===== config.mk =====
export PLATFORM = sky130hd
export DESIGN_NAME = code_reference_scanner_unit_flat
export DESIGN_NICKNAME = d
export VERILOG_FILES = /design/src/rtl/crs_pkg.sv /design/src/rtl/crs_if.sv /design/src/rtl/crs_front.sv /design/src/rtl/crs_judge.sv /design/src/rtl/code_reference_scanner_unit.sv /design/src/flat_wrapper.sv
export SDC_FILE = /design/constraint.sdc
export NUM_CORES = 1
export LEC_CHECK = 0
export ABC_AREA = 1
export BUFFER_PORTS_ARGS = -buffer_cell sky130_fd_sc_hd__buf_2
export CAP_MARGIN = 20
export CORE_MARGIN = 1
export CORE_UTILIZATION = 55
export DETAILED_ROUTE_END_ITERATION = 12
export PLACE_DENSITY = 0.73
export SYNTH_ARGS = -nofsm -noshare
export SYNTH_HDL_FRONTEND = slang
export SYNTH_HIERARCHICAL = 1
export SYNTH_SLANG_ARGS = --single-unit

===== constraint.sdc =====
create_clock -name clk -period 14 [get_ports clk]
set_input_delay 2.8 -clock clk [delete_from_list [all_inputs] [get_ports clk]]
set_output_delay 2.8 -clock clk [all_outputs]
set_load 0.005 [all_outputs]

===== src/rtl/crs_pkg.sv =====
package crs_pkg;

	localparam int WINDOW_BYTES = 8;
	localparam int BYTE_W       = 8;
	localparam int WORD_W       = WINDOW_BYTES * BYTE_W;
	localparam int COUNT_W      = 32;
	localparam int DISP_W       = 32;
	localparam int CFG_IDX_W    = 2;

	// Register indexes of the configuration port.
	localparam logic [CFG_IDX_W-1:0] CFG_TARGET = 2'd0;
	localparam logic [CFG_IDX_W-1:0] CFG_BASE   = 2'd1;

	// Instruction pattern of a RIP-relative lea or mov.
	localparam logic [7:0] REX_MASK   = 8'hF0;
	localparam logic [7:0] REX_VALUE  = 8'h40;
	localparam logic [7:0] OP_LEA     = 8'h8D;
	localparam logic [7:0] OP_MOV     = 8'h8B;
	localparam logic [7:0] MODRM_MASK = 8'hC7;
	localparam logic [7:0] MODRM_RIP  = 8'h05;

	localparam logic [COUNT_W-1:0] WINDOW_COUNT = COUNT_W'(WINDOW_BYTES);

	// Contents of the input stage: the window as it stood when the byte arrived.
	typedef struct packed {
		logic                judge;
		logic [WORD_W-1:0]   window_word;
		logic [COUNT_W-1:0]  pos;
		logic [WORD_W-1:0]   rip_off;
		logic                last;
	} stage1_t;

	typedef struct packed {
		logic              hit;
		logic              hit_kind;
		logic [WORD_W-1:0] hit_address;
		logic              scan_done;
	} result_t;

endpackage


===== src/rtl/crs_if.sv =====
interface crs_code_if;
	logic       valid;
	logic       ready;
	logic [7:0] code_byte;
	logic       last_byte;

	modport source (output valid, output code_byte, output last_byte, input ready);
	modport sink (input valid, input code_byte, input last_byte, output ready);
endinterface

interface crs_result_if;
	logic        valid;
	logic        ready;
	logic        hit;
	logic        hit_kind;
	logic [63:0] hit_address;
	logic        scan_done;

	modport source (output valid, output hit, output hit_kind, output hit_address,
		output scan_done, input ready);
	modport sink (input valid, input hit, input hit_kind, input hit_address,
		input scan_done, output ready);
endinterface

interface crs_cfg_if;
	logic        valid;
	logic        ready;
	logic [1:0]  index;
	logic [63:0] data;

	modport source (output valid, output index, output data, input ready);
	modport sink (input valid, input index, input data, output ready);
endinterface


===== src/rtl/crs_front.sv =====
module crs_front (
	input  logic                          clk,
	input  logic                          arst_n,
	input  logic                          accept,
	input  logic [7:0]                    code_byte,
	input  logic                          last_byte,
	output crs_pkg::stage1_t              stage_s1
);

	logic [crs_pkg::BYTE_W-1:0]  win_q [crs_pkg::WINDOW_BYTES];
	logic [crs_pkg::COUNT_W-1:0] count_q;
	logic [crs_pkg::WORD_W-1:0]  word;
	logic [crs_pkg::DISP_W-1:0]  disp;
	crs_pkg::stage1_t            next_s1;

	always_comb begin
		for (int i = 0; i < crs_pkg::WINDOW_BYTES; i++) begin
			word[crs_pkg::BYTE_W*i +: crs_pkg::BYTE_W] = win_q[i];
		end
	end

	// Displacement sits in bytes three to six of the judged position.
	assign disp = word[3*crs_pkg::BYTE_W +: crs_pkg::DISP_W];

	// Position plus seven is the count less one, since the position is the count less eight.
	always_comb begin
		next_s1.judge       = (count_q >= crs_pkg::WINDOW_COUNT);
		next_s1.window_word = word;
		next_s1.pos         = count_q - crs_pkg::WINDOW_COUNT;
		next_s1.rip_off     = crs_pkg::WORD_W'(count_q) - crs_pkg::WORD_W'(1)
			+ {{(crs_pkg::WORD_W-crs_pkg::DISP_W){disp[crs_pkg::DISP_W-1]}}, disp};
		next_s1.last        = last_byte;
	end

	always_ff @(posedge clk or negedge arst_n) begin
		if (!arst_n) begin
			for (int i = 0; i < crs_pkg::WINDOW_BYTES; i++) begin
				win_q[i] <= '0;
			end
			count_q <= '0;
		end else if (accept) begin
			for (int i = 0; i < crs_pkg::WINDOW_BYTES - 1; i++) begin
				win_q[i] <= win_q[i+1];
			end
			win_q[crs_pkg::WINDOW_BYTES-1] <= code_byte;
			count_q <= last_byte ? '0 : count_q + crs_pkg::COUNT_W'(1);
		end
	end

	always_ff @(posedge clk) begin
		if (accept) begin
			stage_s1 <= next_s1;
		end
	end

endmodule


===== src/rtl/crs_judge.sv =====
module crs_judge (
	input  crs_pkg::stage1_t                stage_s1,
	input  logic [crs_pkg::WORD_W-1:0]      target_address,
	input  logic [crs_pkg::WORD_W-1:0]      base_address,
	output crs_pkg::result_t                result
);

	logic [crs_pkg::WORD_W-1:0] addr;
	logic [crs_pkg::WORD_W-1:0] rip_addr;
	logic [crs_pkg::BYTE_W-1:0] b0, b1, b2;
	logic                       abs_match;
	logic                       opc_match;
	logic                       rip_match;

	assign b0 = stage_s1.window_word[0 +: crs_pkg::BYTE_W];
	assign b1 = stage_s1.window_word[crs_pkg::BYTE_W +: crs_pkg::BYTE_W];
	assign b2 = stage_s1.window_word[2*crs_pkg::BYTE_W +: crs_pkg::BYTE_W];

	// The two sums run side by side; only the RIP-relative one is compared with the target.
	assign addr      = base_address + crs_pkg::WORD_W'(stage_s1.pos);
	assign rip_addr  = base_address + stage_s1.rip_off;
	assign abs_match = (stage_s1.window_word == target_address);
	assign opc_match = ((b0 & crs_pkg::REX_MASK) == crs_pkg::REX_VALUE)
		&& ((b1 == crs_pkg::OP_LEA) || (b1 == crs_pkg::OP_MOV))
		&& ((b2 & crs_pkg::MODRM_MASK) == crs_pkg::MODRM_RIP);
	assign rip_match = (rip_addr == target_address);

	always_comb begin
		result.hit         = stage_s1.judge && (abs_match || (opc_match && rip_match));
		result.hit_kind    = stage_s1.judge && !abs_match && opc_match && rip_match;
		result.hit_address = stage_s1.judge ? addr : '0;
		result.scan_done   = stage_s1.last;
	end

endmodule


===== src/rtl/code_reference_scanner_unit.sv =====
// Code reference scanner.
// The code channel takes one machine-code byte per request, with last_byte set on
// the final byte of a region. The block holds the last eight bytes and, for every
// byte, returns one request on the result channel judging the position eight bytes
// back: an absolute 64-bit pointer to the target (kind 0) or a RIP-relative lea/mov
// whose effective address is the target (kind 1). The first eight results of a
// region judge nothing and carry zero in hit, hit_kind and hit_address.
// The cfg channel writes target_address (index 0) and base_address (index 1); it is
// always ready and must only be used while the scanner is empty. Other indexes are
// ignored.
// An accepted byte is registered in the input stage, judged there, and moves on into
// the result register once that register is free; its result is offered from there.
// One byte per cycle is sustained while the receiver keeps ready high. The input
// stage and the result register each hold one request, so a stalled receiver leaves
// at most two requests waiting inside the block, and code.ready falls as soon as
// both are full.
// Reset clears the window, the byte count, the target and base registers and all valid flags.
module code_reference_scanner_unit (
	input  logic                clk,
	input  logic                arst_n,
	crs_code_if.sink            code,
	crs_result_if.source        result,
	crs_cfg_if.sink             cfg
);

	logic [crs_pkg::WORD_W-1:0] target_q;
	logic [crs_pkg::WORD_W-1:0] base_q;
	logic                       valid_s1;
	logic                       out_valid_q;
	logic                       out_free;
	logic                       s1_move;
	logic                       accept;
	crs_pkg::stage1_t           stage_s1;
	crs_pkg::result_t           judged;
	crs_pkg::result_t           out_q;

	// The result register frees when empty or being taken; the input stage moves on
	// into it whenever it is free, so a byte may enter each cycle while it stays free.
	assign out_free   = !out_valid_q || result.ready;
	assign s1_move    = valid_s1 && out_free;
	assign code.ready = !valid_s1 || out_free;
	assign accept     = code.valid && code.ready;

	assign cfg.ready = 1'b1;

	always_ff @(posedge clk or negedge arst_n) begin
		if (!arst_n) begin
			target_q <= '0;
			base_q   <= '0;
		end else if (cfg.valid) begin
			unique case (cfg.index)
				crs_pkg::CFG_TARGET: target_q <= cfg.data;
				crs_pkg::CFG_BASE:   base_q   <= cfg.data;
				default: begin
				end
			endcase
		end
	end

	crs_front u_front (
		.clk       (clk),
		.arst_n    (arst_n),
		.accept    (accept),
		.code_byte (code.code_byte),
		.last_byte (code.last_byte),
		.stage_s1  (stage_s1)
	);

	crs_judge u_judge (
		.stage_s1       (stage_s1),
		.target_address (target_q),
		.base_address   (base_q),
		.result         (judged)
	);

	always_ff @(posedge clk or negedge arst_n) begin
		if (!arst_n) begin
			valid_s1    <= 1'b0;
			out_valid_q <= 1'b0;
		end else begin
			if (accept) begin
				valid_s1 <= 1'b1;
			end else if (s1_move) begin
				valid_s1 <= 1'b0;
			end
			if (s1_move) begin
				out_valid_q <= 1'b1;
			end else if (result.ready) begin
				out_valid_q <= 1'b0;
			end
		end
	end

	always_ff @(posedge clk) begin
		if (s1_move) begin
			out_q <= judged;
		end
	end

	assign result.valid       = out_valid_q;
	assign result.hit         = out_q.hit;
	assign result.hit_kind    = out_q.hit_kind;
	assign result.hit_address = out_q.hit_address;
	assign result.scan_done   = out_q.scan_done;

endmodule


===== src/flat_wrapper.sv =====
// flat-port wrapper written by rule: the top's interface ports become plain ports
module code_reference_scanner_unit_flat 
  (clk, arst_n, code_valid, code_code_byte, code_last_byte, code_ready, result_valid, result_hit, result_hit_kind, result_hit_address, result_scan_done, result_ready, cfg_valid, cfg_index, cfg_data, cfg_ready);
  crs_code_if code_i ();
  crs_result_if result_i ();
  crs_cfg_if cfg_i ();
  input  logic clk;
  input  logic arst_n;
  input wire logic [$bits(code_i.valid)-1:0] code_valid;
  input wire logic [$bits(code_i.code_byte)-1:0] code_code_byte;
  input wire logic [$bits(code_i.last_byte)-1:0] code_last_byte;
  output wire logic [$bits(code_i.ready)-1:0] code_ready;
  output wire logic [$bits(result_i.valid)-1:0] result_valid;
  output wire logic [$bits(result_i.hit)-1:0] result_hit;
  output wire logic [$bits(result_i.hit_kind)-1:0] result_hit_kind;
  output wire logic [$bits(result_i.hit_address)-1:0] result_hit_address;
  output wire logic [$bits(result_i.scan_done)-1:0] result_scan_done;
  input wire logic [$bits(result_i.ready)-1:0] result_ready;
  input wire logic [$bits(cfg_i.valid)-1:0] cfg_valid;
  input wire logic [$bits(cfg_i.index)-1:0] cfg_index;
  input wire logic [$bits(cfg_i.data)-1:0] cfg_data;
  output wire logic [$bits(cfg_i.ready)-1:0] cfg_ready;
  assign code_i.valid = code_valid;
  assign code_i.code_byte = code_code_byte;
  assign code_i.last_byte = code_last_byte;
  assign code_ready = code_i.ready;
  assign result_valid = result_i.valid;
  assign result_hit = result_i.hit;
  assign result_hit_kind = result_i.hit_kind;
  assign result_hit_address = result_i.hit_address;
  assign result_scan_done = result_i.scan_done;
  assign result_i.ready = result_ready;
  assign cfg_i.valid = cfg_valid;
  assign cfg_i.index = cfg_index;
  assign cfg_i.data = cfg_data;
  assign cfg_ready = cfg_i.ready;
  code_reference_scanner_unit u_core (.clk(clk), .arst_n(arst_n), .code(code_i), .result(result_i), .cfg(cfg_i));
endmodule

Word-level counts from Yosys, hierarchy flattened
Cells that the tools add are included.
Widths: inputs -> output; s select.
- add/sub/neg operators: 6
- magnitude comparators: 1
- eq/ne operators: 7
- mux-type cells: 5
- reductions and logical operators: 21
- operators with widths (cell ; number):
    $eq 64x64->1 ; 2
    $add 64x32->64 ; 1
    $add 64x64->64 ; 1
    $add 33x32->34 ; 1
    $sub 32x1->33 const B ; 1
    $add 32x1->32 const B ; 1
    $ge 32x4->1 const B ; 1
    $mux 32 ; 1
    $sub 32x4->32 const B ; 1
    $eq 8x8->1 const B ; 2
    $logic_and 1x1->1 ; 9
    $eq 5x3->1 const B ; 1
    $eq 4x3->1 const B ; 1
    $logic_or 1x1->1 ; 4
    $mux 1 ; 4
    $reduce_and 2->1 ; 2
    $reduce_bool 2->1 ; 2
    $logic_not 1->1 ; 3
    $eq 2x1->1 const B ; 1
    $logic_not 2->1 ; 1
- bits in registers: 455
- word-level logic and storage cells: 62

Longest topological paths before layout
Gate-level depths: netlist of the first run.
- word-level depth: 7
- gate-level depth with buffers: 23

Cells and area by module
The synthesis of the first run kept the hierarchy.
- by module, submodules not included (module ; times used ; cells an instance ; area an instance (um^2)):
    crs_front ; 1 ; 1372 ; 12090.3
    crs_judge ; 1 ; 2253 ; 11143.2
    code_reference_scanner_unit ; 1 ; 643 ; 7279.5

Worst setup path before layout of the first run
OpenSTA, ideal clock, no wires.
- path type: input -> register
- start point: input port result_ready
- end point: register u_core/u_front/count_q[13] in the netlist's numbering
- library setup time: 0.126 ns
- arrival: 6.773 ns
- data required time: 13.874 ns
- slack: 7.101 ns
- stages: 12
- buffers on the path: 1
- cell sequence: inv_1 nand3_1 nand2_1 inv_1 buf_6 nand2_1 nor2_1 nand4_1 nor2_1 nor2_1 a21oi_1 a21oi_2
- word-level cells in the longest chain between the ends: 3
- ends and longest elaborated chain (element ; RTL line ; RTL):
    start, declared ; flat_wrapper.sv:18 ; input wire logic [$bits(result_i.ready)-1:0] result_ready;
    $logic_or 1x1->1 ; code_reference_scanner_unit.sv:39 ; assign out_free = !out_valid_q || result.ready;
    $logic_or 1x1->1 ; code_reference_scanner_unit.sv:41 ; assign code.ready = !valid_s1 || out_free;
    net code_ready ; flat_wrapper.sv:12 ; output wire logic [$bits(code_i.ready)-1:0] code_ready;
    $logic_and 1x1->1 ; code_reference_scanner_unit.sv:42 ; assign accept = code.valid && code.ready;
    net u_core.accept ; code_reference_scanner_unit.sv:32 ; logic accept;
    end signal, assigned ; crs_front.sv:46 ; count_q <= last_byte ? '0 : count_q + crs_pkg::COUNT_W'(1);
    end, declared ; crs_front.sv:11 ; logic [crs_pkg::COUNT_W-1:0] count_q;
The timed path passes the listed nets, and every way through them passes these cells.
A chain may end at the register's enable or synchronous reset.

Worst setup path in the final report of the first run
- start point: input port result_ready
- end point: output port code_ready
- word-level cells in the longest chain between the ends: 2
- ends and longest elaborated chain (element ; RTL line):
    $logic_or 1x1->1 ; code_reference_scanner_unit.sv:39
    $logic_or 1x1->1 ; code_reference_scanner_unit.sv:41
    end, declared ; flat_wrapper.sv:12
No other way between the ends.

==> flow_metrics.py, run 1 <==
metrics = {
    "sta": {
        "worstMarginPinSlew_ns": 1.08,
        "hold-worst-slack_ns": 0.423,
        "timing.final.crit_share": 0.434,
        "final.min_clock_period_ns": 6.08,
        "fmax_mhz": 164,
        "setup_violations": 0,
        "hold_violations": 0,
        "setup_ws_ns": 7.92,
        "fin_worst_skew_ns": 0.0367,
        "relSlewSlack": 0.271,
        "finalMaxSlewViolations": 0,
        "tns_ns": 0,
        "rsz0062_at_grt": "no",
    },
    "clock_tree": {
        "root_buffer": "clkbuf_16",
        "post_cts_resized": 0,
        "insertion_delay_ns": 0.60,
        "clock-sinks": 425,
        "cts_tree": "yes",
        "postCtsHoldBufs": 0,
        "cts_setup_buffers": 0,
        "clkTransAtPathRegs_ns": 0.06,
        "cts_inserted_buffers": 47,
        "cts.path.max_buffers": 3,
        "htree_levels": 2,
    },
    "worst_hold_path": {
        "whs_path_depth": 0,
        "holdPathEnd": "u_core/result.scan_done$_DFFE_PP_",
        "hold_path_startpoint": "u_core/u_front/stage_s1[0]$_DFFE_PP_",
        "hold_path.class": "flop to flop",
    },
    "route": {
        "vias": 28400,
        "postRouteAntennaNets": 0,
        "avgRoutedWirePerCell_um": 20.4,
        "drt_wl_total_um": 105000,
        "drc": 0,
        "via_per_inst": 5.52,
        "drt_iter0_markers": 3136,
        "drt-pass1-iter-count": 8,
    },
    "critical_path": {
        "path_cells": "buf_2 > inv_1 > nand3_1 > buf_2",
        "timing.rr.start": "u_core/u_front/count_q[3]$_DFFE_PN0P_",
        "crit_fanout": 3,
        "startpoint_type": "primary input",
        "critPathKind": "primary input to output port",
        "rrSetupSlack_ns": 9.97,
        "crit_path_end_kind": "output port",
        "reg2reg_to": "u_core/u_front/stage_s1[33]$_DFFE_PP_",
        "crit_path_frequent_cell": "buf_2",
        "crit_slowest_cell": "buf_2",
        "r2r_cells": 18,
        "required_ns": 11.20,
        "arrival_ns": 3.28,
        "slowest_delay_ns": 0.15,
    },
    "synthesis": {
        "yosys-top-cells-count": "nand2_1, inv_1, nor2_1",
        "synth_xor_area_frac": 0.0620,
        "syn_nets": 4483,
        "synth.avg_cell_area_um2": 7.15,
        "synth_compound_area_frac": 0.0773,
        "synth.most_common_cell": "nand2_1",
        "synth_flop_cell": "dfrtp_1",
        "synth_top_area_share": 0.196,
        "netlist_area_mm2": 0.0305,
        "yosys.area_share.simple": 0.324,
        "synthMuxAreaShare": 0,
        "synth_edf_count": 199,
        "async_flop_share": 0.532,
        "yosys.cell_types.count": 59,
        "synthTopCellsByArea": "edfxtp_1, dfrtp_1, nand2_1, inv_1, ha_1",
        "synthAdderAreaFrac": 0.0561,
        "synth_cells": 4268,
        "yosysSeqAreaShare": 0.381,
        "ys_ff_latch": 425,
        "synth_top_family_by_area": "simple AND/OR/NAND/NOR gates",
        "synth.largest_area_cell": "edfxtp_1",
        "ys_warn_count": 6,
    },
    "die": {
        "core.rowCount": 85,
        "die_area_mm2": 0.0564,
        "io_pins": 150,
        "core_mm2": 0.0543,
        "die_h_um": 238,
        "dieWidth_um": 238,
        "start_util": 0.561,
    },
    "grt": {
        "grt_max_degree": 98,
        "grt_use_total": 0.370,
        "grt_pass1_wl_um": 155000,
        "grt_antenna_before_repair": 0,
        "grt-ovfl-total": 0,
        "first_global_vias": 25900,
    },
    "cells_and_area": {
        "syn_to_final_growth_pct": 8.79,
        "register_area_mm2": 0.0116,
        "final_layout_size_suffix_gt1_frac": 0.0787,
        "multi_input_area_mm2": 0.0159,
        "fin_nets": 4575,
        "nFillCells": 5109,
        "final_cells": 5139,
    },
    "place": {
        "place.gp.congestion": 1.05,
        "pre_cts_ws_ns": 7.92,
        "dp_cells": 5050,
        "io_buffers": 148,
        "dpl.hpwl_um": 86000,
    },
    "power": {
        "powerDensity_mw_per_mm2": 199,
        "static-leakage-power_nw": 16.7,
        "peakVddDrop_mv": 0.148,
    },
    "status": {
        "status": "finished, final reports clean",
    },
    "flow_run": {
        "drv_cap": 0,
    },
}
where the power goes:
group / switching [mW] / internal (mW)
clock: 0.524 / 0.730
sequential: 0.338 / 1.63
combinational: 2.31 / 1.07
how the worst max path moves through the flow:
| stage | from | endpoint | slack (ns) | depth (start not counted) |
|---|---|---|---|---|
| CTS | result_ready | code_ready | 7.92 | 4 |
| global route | result_ready | code_ready | 7.86 | 4 |
| floorplan | result_ready | u_core/u_front/count_q[13]$_DFFE_PN0P_ | 7.10 | 12 |
| global placement | result_ready | code_ready | 7.92 | 4 |
| detailed placement | result_ready | code_ready | 7.92 | 4 |
| finish | result_ready | code_ready | 7.92 | 4 |
logic make-up (layout without fill, tap and decap cells):
family,count (synthesis),after routing
compound gates,437,437
xor+xnor,215,215
fa+ha+maj,135,135
buf+inv,735,866
flops,425,425
other cells,1,2
simple gates,2320,2320
sequential cells by signal (all words and copies together), names as in the netlist:
name,flops
u_core/base_q,64
u_core/target_q,64
u_core/result.scan_done,1
u_core/u_front/count_q,32
u_core/result.hit_kind,1
u_core/u_front/next_s1,32
u_core/u_front/disp,32
u_core/result.valid,1
u_core/result.hit,1
u_core/valid_s1,1
u_core/result.hit_address,64
u_core/u_front/stage_s1,132
layout make-up:
type                            instances  area share
Clock buffer                           63      0.0391
Clock inverter                         25     0.00814
Timing Repair Buffer                  162      0.0265
Antenna cell                            1   0.0000754
Sequential cell                       425       0.350
Multi-Input combinational cell       3108       0.478
Inverter                              616      0.0698
Tap cell                              739      0.0279
critical path: cells and delay by family:
family	cells	cell delay, ns
AND/OR/NAND/NOR	1	0.12
buffers and inverters	3	0.35
through the flow:
stage	power, mW	area, um2	utilization
final	6.60	33200	0.611
after CTS	6.52	33200	0.611
after global routing	7.01	33200	0.611
after global placement	5.23	31600	0.581
after detailed placement	5.26	31600	0.582
after floorplan	4.16	30500	-
metal layers:
layer  share of wire  track usage  vias to the layer above
li1                -            -                    13900
met1            0.43        0.522                    13200
met2            0.44        0.574                     1178
met3           0.091       0.0663                      155
met4           0.036        0.129                        0
met5               0            0                        -
layout by cell type, fill, tap and decap left out, types with 14 or more instances in the layout:
cell type  instances
nand2_1         1366
nor2_2            20
buf_4             14
nor4_1            23
o21bai_1          14
o21ai_0          167
edfxtp_1         199
inv_1            600
ha_1             132
xor2_1           129
nor3_1            61
nand4_1          129
o21a_1            14
dfrtp_1          226
xnor2_1           85
nand3_1          217
a21oi_1          200
clkbuf_16         48
nand2_2           26
nand3b_1          19
buf_2            146
nor2_1           410
Power figures use the tool's default switching activity.
==> run 2: changes to the inputs <==
--- a/config.mk
+++ b/config.mk
@@ -11,7 +11,7 @@
 export CORE_MARGIN = 1
 export CORE_UTILIZATION = 55
 export DETAILED_ROUTE_END_ITERATION = 12
-export PLACE_DENSITY = 0.73
+export PLACE_DENSITY = 0.76
 export SYNTH_ARGS = -nofsm -noshare
 export SYNTH_HDL_FRONTEND = slang
 export SYNTH_HIERARCHICAL = 1
==> constraint.sdc (replaced) <==
create_clock -name clk -period 5.2 [get_ports clk]
set_input_delay 1.04 -clock clk [delete_from_list [all_inputs] [get_ports clk]]
set_output_delay 1.04 -clock clk [all_outputs]
set_load 0.005 [all_outputs]
==> run 2 against run 1 <==
Die area is the same. Global-route usage rose by 1.3 points. Worst setup slack got worse by 6.3 ns. Critical endpoint is now u_core/u_front/stage_s1[32]$_DFFE_PP_. Power grew to 2.7 times the previous value. Wire length increased by 3.4%. Via count is 2.4% higher. Sequential cell count unchanged. Sequential share of layout area fell by 0.23 points. Critical path type is now flop to flop.
==> flow_metrics.py, run 2 (synthesis gave the netlist of run 1 again) <==
metrics = {
    "status": {
        "status": "finished, final reports clean",
    },
    "grt": {
        "grt_pass1_wl_um": 162000,
        "grt_use_total": 0.384,
        "grt_max_degree": 182,
        "grt-ovfl-total": 0,
        "first_global_vias": 27000,
        "grt_antenna_before_repair": 2,
    },
    "place": {
        "place.gp.congestion": 1.04,
        "dpl.hpwl_um": 87900,
        "io_buffers": 148,
        "placed_cell_area_mm2": 0.0316,
    },
    "clock_tree": {
        "root_buffer": "clkbuf_16",
        "cts_tree": "yes",
        "cts.path.max_buffers": 3,
        "htree_levels": 2,
        "post_cts_resized": 0,
        "clock-sinks": 425,
        "insertion_delay_ns": 0.62,
        "cts_inserted_buffers": 47,
        "clkTransAtPathRegs_ns": 0.07,
        "postCtsHoldBufs": 0,
        "cts_setup_buffers": 0,
    },
    "die": {
        "core_mm2": 0.0543,
        "start_util": 0.561,
        "die_area_mm2": 0.0564,
        "io_pins": 150,
        "dieWidth_um": 238,
        "die_h_um": 238,
        "core.rowCount": 85,
    },
    "cells_and_area": {
        "largest-register": "u_core/u_front/stage_s1",
        "fin_nets": 4579,
        "final_cell_mix": "nand2_1, inv_1, nor2_1",
        "register_area_mm2": 0.0116,
        "largest_reg_flops": 132,
        "final_layout_size_suffix_gt1_frac": 0.0806,
        "multi_input_area_mm2": 0.0159,
        "final_area_mm2": 0.0334,
        "syn_to_final_growth_pct": 9.51,
        "layout_commonest_cell": "nand2_1",
        "nFillCells": 5095,
        "final_util": 0.615,
    },
    "sta": {
        "hold_violations": 0,
        "finalMaxSlewViolations": 0,
        "fin_worst_skew_ns": 0.0323,
        "final.min_clock_period_ns": 3.54,
        "tns_ns": 0,
        "fmax_mhz": 283,
        "relSlewSlack": 0.317,
        "timing.final.crit_share": 0.681,
        "setup_violations": 0,
        "rsz0062_at_grt": "no",
        "worstMarginPinSlew_ns": 1.03,
    },
    "critical_path": {
        "crit_path_frequent_cell": "nand2_1",
        "arrival_ns": 3.91,
        "crit_slowest_cell": "dfrtp_1",
        "critPathKind": "flop to flop",
        "startpoint_type": "flop",
        "crit_fanout": 6,
        "crit_path_end_kind": "flop",
        "required_ns": 5.57,
        "slowest_delay_ns": 0.41,
        "path_cells": "inv_1 > ha_1 > inv_1 > nor2_4 > inv_2 > nor2_4 > nand2_1 > nor2_2 > nand3_1 > xor2_1 > ha_1 > a21oi_1 > inv_1 > nor2_1 > o21ai_0 > a21oi_1 > nand2_1 > nand2_1 > nand2_1",
    },
    "route": {
        "avgRoutedWirePerCell_um": 21.1,
        "drt-pass1-iter-count": 6,
        "drt_wl_total_um": 109000,
        "via_per_inst": 5.64,
        "drc": 0,
        "postRouteAntennaNets": 0,
        "drt_iter0_markers": 3168,
        "vias": 29000,
    },
    "power": {
        "peakVddDrop_mv": 0.346,
        "seq_power_share": 0.292,
        "power_switching_mw": 8.73,
        "p_int_mw": 9.39,
        "static-leakage-power_nw": 16.8,
        "powerDensity_mw_per_mm2": 542,
        "pwr-share-clk": 0.200,
        "power_frac_comb": 0.508,
        "switching_share": 0.482,
    },
    "worst_hold_path": {
        "hold_path.class": "flop to flop",
    },
    "flow_run": {
        "drv_cap": 0,
    },
}
run 2: critical path: cells and delay by family (launching register included):
| family | cells | cell delay, ns |
|---|---|---|
| AO/OA/AOI/OAI | 3 | 0.56 |
| XOR/XNOR | 1 | 0.34 |
| adder cells (fa/ha/maj) | 2 | 0.56 |
| buffers and inverters | 4 | 0.47 |
| flip-flops | 1 | 0.41 |
| AND/OR/NAND/NOR | 9 | 0.95 |
run 2: cell type report:
cell class                 instances  share of cell area
antenna                            3            0.000225
inverter                         616              0.0693
sequential                       425               0.348
clock inverter                    28              0.0113
timing repair buffer             166              0.0285
multi-input combinational       3108               0.475
clock buffer                      60              0.0398
tap                              739              0.0277
run 2: per-stage QoR:
step / hold WS, ns / power [mW] / std cells / setup slack [ns]
3_5_place_dp: 0.405 / 14.2 / 5052 / 1.54
2_1_floorplan: 0.425 / 11.2 / 4268 / 0.0610
6_report: 0.418 / 18.1 / 5145 / 1.66
3_3_place_gp: 0.403 / 14.2 / 5052 / 1.51
4_1_cts: 0.419 / 17.9 / 5140 / 1.49
5_1_grt: 0.432 / 19.2 / 5143 / 1.36
run 2: path summary, 6_finish.rpt:
kind | endpoint | cells past startpoint | startpoint | slack (ns)
hold reg to reg | u_core/result.scan_done$_DFFE_PP_ | 0 | u_core/u_front/stage_s1[0]$_DFFE_PP_ | 0.42
setup / recovery | u_core/u_front/stage_s1[32]$_DFFE_PP_ | 19 | u_core/u_front/count_q[0]$_DFFE_PN0P_ | 1.66
max in group asynchronous | u_core/u_front/count_q[25]$_DFFE_PN0P_ | 2 | arst_n | 3.56
hold / removal | u_core/result.scan_done$_DFFE_PP_ | 0 | u_core/u_front/stage_s1[0]$_DFFE_PP_ | 0.42
min in group asynchronous | u_core/u_front/next_s1[106]$_DFFE_PN0P_ | 1 | arst_n | 0.45
setup reg to reg | u_core/u_front/stage_s1[32]$_DFFE_PP_ | 19 | u_core/u_front/count_q[0]$_DFFE_PN0P_ | 1.66
run 2: power by group through the flow:
| stage | sequential (mW) | combinational [mW] | clock [mW] |
|---|---|---|---|
| global placement | 5.30 | 8.87 | 0 |
| floorplan | 4.81 | 6.39 | 0 |
| finish | 5.29 | 9.21 | 3.63 |
| global route | 5.30 | 10.1 | 3.78 |
| CTS | 5.26 | 8.94 | 3.67 |
| detailed placement | 5.31 | 8.88 | 0 |
run 2: per-layer routing:
metal	global-route usage	share of wire
met1	0.521	0.41
met5	0	0
met3	0.0631	0.091
met4	0.199	0.057
met2	0.592	0.44
